**config.mk**
```make
export PLATFORM = sky130hd
export DESIGN_NAME = odc_mac
export DESIGN_NICKNAME = d
export VERILOG_FILES = /design/src/hdl/odc_pkg.sv /design/src/hdl/odc_mac.sv
export SDC_FILE = /design/constraint.sdc
export NUM_CORES = 2
export LEC_CHECK = 0
export ABC_CLOCK_PERIOD_IN_PS = 14380
export CAP_MARGIN = 20
export CORE_MARGIN = 2
export CORE_UTILIZATION = 52
export CTS_BUF_LIST = sky130_fd_sc_hd__clkbuf_4 sky130_fd_sc_hd__clkbuf_8 sky130_fd_sc_hd__clkbuf_16
export DETAILED_ROUTE_END_ITERATION = 12
export DONT_BUFFER_PORTS = 1
export GPL_TIMING_DRIVEN = 0
export PLACE_DENSITY = 0.76
export REMOVE_ABC_BUFFERS = 1
export SYNTH_ARGS = -nofsm -noshare
export SYNTH_HDL_FRONTEND = slang
export SYNTH_SLANG_ARGS = --single-unit
```
**constraint.sdc**
```tcl
create_clock -name clk_i -period 14.38 [get_ports clk_i]
set_clock_uncertainty 0.2 [all_clocks]
set_input_delay 1.438 -clock clk_i [delete_from_list [all_inputs] [get_ports clk_i]]
set_output_delay 1.438 -clock clk_i [all_outputs]
set_load 0.05 [all_outputs]
```
**src/hdl/odc_pkg.sv**
```systemverilog
// ----------------------------------------------------------------------------
// odc_pkg
// Shared types, constants and fixed-point helpers of the odometry combiner.
// ----------------------------------------------------------------------------
package odc_pkg;

  localparam int AccW = 66;   // accumulator, holds a Q32.32 cross difference
  localparam int OpAW = 36;   // multiplier operand A, wide enough for t
  localparam int OpBW = 32;   // multiplier operand B
  localparam int ProdW = OpAW + OpBW;
  localparam int TW = 36;     // t = 2 u x v
  localparam int SW = 40;     // rotated lever arm before saturation
  localparam int CW = 48;     // rate x lever, rounded

  localparam logic signed [31:0] LeverXReset = 32'sd13107;
  localparam logic signed [31:0] LeverYReset = 32'sd0;
  localparam logic signed [31:0] LeverZReset = -32'sd8192;
  localparam logic signed [15:0] QOne = 16'sd16384;
  localparam logic signed [15:0] YawC = 16'sd11585;

  typedef enum logic [1:0] {
    OpImu      = 2'd0,
    OpDvl      = 2'd1,
    OpBaro     = 2'd2,
    OpRefReset = 2'd3
  } op_e;

  localparam logic [1:0] CfgLeverX = 2'd0;
  localparam logic [1:0] CfgLeverY = 2'd1;
  localparam logic [1:0] CfgLeverZ = 2'd2;

  typedef struct packed {
    logic mul_en;
    logic acc_en;
    logic first;
    logic neg;
  } mac_ctrl_t;

  // Sign of term j in component i of the Hamilton product a * b.
  function automatic logic qneg(input logic [1:0] comp, input logic [1:0] term);
    logic r;
    r = 1'b0;
    unique case (comp)
      2'd0: r = (term != 2'd0);
      2'd1: r = (term == 2'd3);
      2'd2: r = (term == 2'd1);
      2'd3: r = (term == 2'd2);
      default: r = 1'b0;
    endcase
    return r;
  endfunction

  function automatic logic signed [15:0] sat16(input logic signed [AccW-1:0] x);
    logic signed [15:0] r;
    if (x > $signed(AccW'(32767))) r = 16'sh7fff;
    else if (x < -$signed(AccW'(32768))) r = 16'sh8000;
    else r = x[15:0];
    return r;
  endfunction

  function automatic logic signed [31:0] sat32(input logic signed [AccW-1:0] x);
    logic signed [31:0] r;
    if (x > $signed(AccW'(64'h7fff_ffff))) r = 32'sh7fff_ffff;
    else if (x < -$signed(AccW'(64'h8000_0000))) r = 32'sh8000_0000;
    else r = x[31:0];
    return r;
  endfunction

endpackage

```
**src/hdl/odc_mac.sv**
```systemverilog
// ----------------------------------------------------------------------------
// odc_mac
// Shared signed multiplier with a registered product and an accumulator.
// ----------------------------------------------------------------------------
module odc_mac (
  input  logic                                clk_i,
  input  logic                                rst_ni,
  input  odc_pkg::mac_ctrl_t                  ctrl_i,
  input  logic signed [odc_pkg::OpAW-1:0]     a_i,
  input  logic signed [odc_pkg::OpBW-1:0]     b_i,
  output logic signed [odc_pkg::AccW-1:0]     acc_o
);

  logic signed [odc_pkg::ProdW-1:0] prod_q;
  logic signed [odc_pkg::AccW-1:0]  acc_q, acc_d, base, prod_w;
  logic                             mul_seen_q;

  always_comb begin
    base   = ctrl_i.first ? '0 : acc_q;
    prod_w = prod_q[odc_pkg::AccW-1:0];
    acc_d  = ctrl_i.neg ? base - prod_w : base + prod_w;
  end

  always_ff @(posedge clk_i) begin
    if (ctrl_i.mul_en) prod_q <= a_i * b_i;
    if (ctrl_i.acc_en) acc_q <= acc_d;
  end

  always_ff @(posedge clk_i or negedge rst_ni) begin
    if (!rst_ni) begin
      mul_seen_q <= 1'b0;
    end else begin
      mul_seen_q <= ctrl_i.mul_en;
    end
  end

  assign acc_o = acc_q;

`ifndef SYNTHESIS
  a_no_overlap: assert property (@(posedge clk_i) disable iff (!rst_ni)
    !(ctrl_i.mul_en && ctrl_i.acc_en)) else $error("multiply and accumulate overlap");
  a_prod_ready: assert property (@(posedge clk_i) disable iff (!rst_ni)
    ctrl_i.acc_en |-> mul_seen_q) else $error("accumulate without a fresh product");
  a_acc_single: assert property (@(posedge clk_i) disable iff (!rst_ni)
    ctrl_i.acc_en |=> !ctrl_i.acc_en) else $error("product accumulated twice");
`endif

endmodule

```
# After elaboration in Yosys (flattened, before gate mapping)
# Index checks and enable logic that the tools add are counted.
# op_classes
mul,1
muxes,2
addsub,2
# op_table
cell,n
$mux W66,2
$add A66 B66 Y66,1
$mul A36 B32 Y66,1
$sub A66 B66 Y66,1
# word_totals
output_inout_bits,66
reg_bits,132
input_bits,74
wordCells,7

# Longest topological paths before layout
# depth
word_depth,3
depth_mapped,31
ltp_nobuf,28

# Worst setup path before layout
# Ideal clock, no wire load.
# synth_timing
path_kind,input -> register
start,input port b_i[5] in the netlist's numbering
end,register prod_q[58] in the netlist's numbering (data pin)
t_required_ns,14.045
stages,27
slack_ns,5.177
n_path_buf,3
setup_ns,0.135
t_arrival_ns,8.868
cell_sequence,clkbuf_1 clkbuf_1 nand2_1 inv_1 fa_1 inv_1 fa_1 inv_1 fa_1 inv_1 fa_1 inv_1 fa_1 fa_1 fa_1 inv_1 fa_1 inv_1 ha_1 clkbuf_1 a21o_1 or3_1 a311oi_1 nor3_1 a31o_2 or4_1 nand3_1
# synth_via
elab_chain_cells,1
# synth_lines
item,line_no,rtl
start: declaration,odc_mac.sv:10,"input logic signed [odc_pkg::OpBW-1:0] b_i,"
$mul A36 B32 Y66,odc_mac.sv:25,if (ctrl_i.mul_en) prod_q <= a_i * b_i;
end signal: assignment,odc_mac.sv:25,
end: declaration,odc_mac.sv:14,logic signed [odc_pkg::ProdW-1:0] prod_q;
# Every way passes these cells.
# A chain may end at the register's enable or synchronous reset.

# Final worst setup path
# layout_timing
start,input port b_i[2] in the netlist's numbering
end,register prod_q[62] in the netlist's numbering (data pin)
# Same word-level chain as after synthesis.

==> results.ini <==
[setup_path]
crit_start = b_i[2]
path_max_fanout = 36
slowest_delay_ps = 900
critPathLaunchType = input pin
crit_path_top_delay_cell = fa_1
rrSetupSlack_ps = 7850
worstPathRequired_ps = 14360
crit_chain = nand2_1, inv_1, fa_1, fa_1, fa_1, inv_1, fa_1, inv_1, fa_1, fa_1, fa_1, inv_1, fa_1, inv_1, ha_1, a21o_1, or3_1, a311oi_1, nor3_1, a21boi_0, o21ai_0, xor2_1
r2r-start = prod_q[3]
critPathBufInv = 5
critical_path_class = input pin to flop
end_kind = flop
r2r_cells = 19
cp.arrival_ps = 9730
cp.depth = 22
path_common_cell = fa_1
crit_family = adder cells

[global_route]
grtUsageTotal_pct = 27.3
grt_pass1_wl_um = 209000
met1_usage_pct = 33.8
grt_overflow = 0
grt_start_max_net_pins = 67
grt_pass1_vias = 39400
use_met3_pct = 5.25
antenna_found_initial = 4
met2_usage_pct = 47.9
top_usage_layer = met2

[routing]
vias = 35200
ant_nets = 0
drc = 0
vias_per_cell = 5.64
wire_per_inst_um = 20.3
dr.pass1.iters = 5
wl_um = 126000
drt_iter0_drc = 2437

[synth]
yosysWarnings = 0
syn_avg_cell_area_um2 = 9.38
ys.flop_type = edfxtp_1
synth.distinct_cells = 76
synthCells = 5208
synth_area_mm2 = 0.0489
synthArstFlopShare_pct = 0
synth_edf_count = 132
yosys_register_bits = 132
ys_seq_area_share_pct = 8.11

[floorplan]
dieWidth_um = 311
die_h_um = 311
initial_core_util_pct = 52.4
core_mm2 = 0.0932
rows = 112
ioPinCount = 140
floorplan.die_area_mm2 = 0.0965

[sta]
slew-limit-headroom_pct = 47.8
tns_ps = 0
tightest_slew_ps = 778
period_needed_ps = 9750
max_freq_ghz = 0.103
setup_viol = 0
period_share_pct = 67.8
hold_viol = 0
rsz0062_at_grt = false
drv_slew = 0

[final_layout]
drive_gt1_share_pct = 1.17
final.fill_count = 8143
seqCellArea_mm2 = 0.00396
areaGrowthSynthToFinish_pct = 2.50
multi_input_area_mm2 = 0.0398
final_nets = 6475

[clock_tree]
clock-sinks = 132
cts-resized-gates = 0
clock-root-buffer = clkbuf_16
cts_buffers = 17
cts_buffer_depth = 2
clock_latency_ps = 430
cts_tree = done
post_cts_buffers = 0
clk_pin_slew_ps = 70
cts_max_level = 4
ctsHoldBuffers = 0

[place]
place_hpwl_um = 97900
io_buffer_count = 0
globalplace.congestion = 0.914

[outcome]
run_status = complete, no violations

[hold_path]
hp-class = flop to flop
hold_depth = 2
hold_start = prod_q[0]

[run]
drv_cap = 0

[cell type report]
class,count,area share [%]
well taps,1254,3.13
multi-input cells,3727,79.5
clock inverters,15,0.365
clock buffers,17,0.849
inverters,1083,8.12
flip-flops and latches,132,7.91
repair buffers,2,0.110
diodes,2,0.00999
[cells in the mapped netlist (5+ instances only)]
cell type	count	area share, %
nor3_1	38	0.39
clkbuf_1	260	2.0
nor4b_1	5	0.090
and3_1	17	0.22
o31ai_1	6	0.092
nor4_1	13	0.17
a211oi_1	19	0.29
nand2_1	652	5.0
or3_1	12	0.15
o21bai_1	18	0.28
and2_1	572	7.3
o21ai_0	70	0.72
a21oi_1	160	1.6
nor2_1	131	1.0
a211o_1	5	0.090
fa_1	1183	48
o221ai_1	7	0.13
edfxtp_1	132	8.1
a31o_2	5	0.090
nand2b_1	23	0.29
xor2_1	49	0.88
xnor2_1	151	2.7
o211ai_1	7	0.11
nand3_1	28	0.29
a221oi_1	6	0.11
a21o_1	61	0.94
a21boi_0	9	0.14
nand4_1	30	0.38
nor2b_1	83	1.1
ha_1	255	6.5
inv_1	1083	8.3
o21a_1	23	0.35
a31oi_1	22	0.28
[state kept, by name, summed over array words and instances (netlist names)]
name / cells
acc_o: 66
prod_q: 66
[worst register-to-register path: cells and delay by family (launching register included)]
family	cells	cell delay, ps
AO/OA/AOI/OAI	9	2300
XOR/XNOR	2	380
adder cells (fa/ha/maj)	1	340
flip-flops	1	440
AND/OR/NAND/NOR	7	2610
[final timing paths]
kind,endpoint
setup / recovery,prod_q[62]
hold / removal,acc_o[0]
setup reg to reg,acc_o[63]
hold reg to reg,acc_o[0]
[cells in the final DEF (no fill, tap or decap), drive strengths merged, types with 7 or more instances in the layout]
cell type  netlist  routed
and2           574     574
nor2           131     131
nand2b          23      23
inv           1083    1092
a21oi          161     161
nor2b           83      83
xor2            49      49
nor3            38      38
fa            1183    1183
o21a            23      23
a21o            61      61
nand2          653     653
a21boi           9       9
edfxtp         132     132
a211oi          19      19
nand3           28      28
o21bai          18      18
clkbuf         260      17
nand4           30      30
o211ai           7       7
a31oi           22      22
and3            17      17
o21ai           70      70
ha             255     255
o221ai           7       7
nor4            15      15
xnor2          152     152
or3             13      13
[through the flow]
stage | std cells | worst slack [ps] | hold WS, ps | utilization [%] | cell area, um^2
final | 6232 | 4630 | 556 | 53.8 | 50100
after global routing | 6231 | 4390 | 588 | 53.8 | 50100
after CTS | 6230 | 4820 | 553 | 53.7 | 50100
after detailed placement | 6198 | 4380 | 540 | 53.1 | 49500
after global placement | 6196 | 4360 | 536 | 53.0 | 49400
after floorplan | 4942 | 5540 | 494 | - | 47900
[cell families (layout without fill, tap and decap cells)]
group	Yosys count	count (layout)	synth area share (%)
XOR/XNOR	201	201	3.62
multiplexers	1	1	0.0205
AND/OR/NAND/NOR	1636	1636	17.0
other	0	2	0
flip-flops	132	132	8.11
adder cells (fa/ha/maj)	1438	1438	55.0
AO/OA/AOI/OAI	451	451	5.88
buffers and inverters	1349	1117	10.4
[metal layers]
layer	part of all wire, %	vias up
met5	0	-
met4	3.4	0
met3	8.0	332
met2	50	1513
met1	38	18200
li1	-	15100
Power is left out: the tool's default activity adds up to more than one toggle a clock period on the data nets, which glitch-free logic cannot reach.
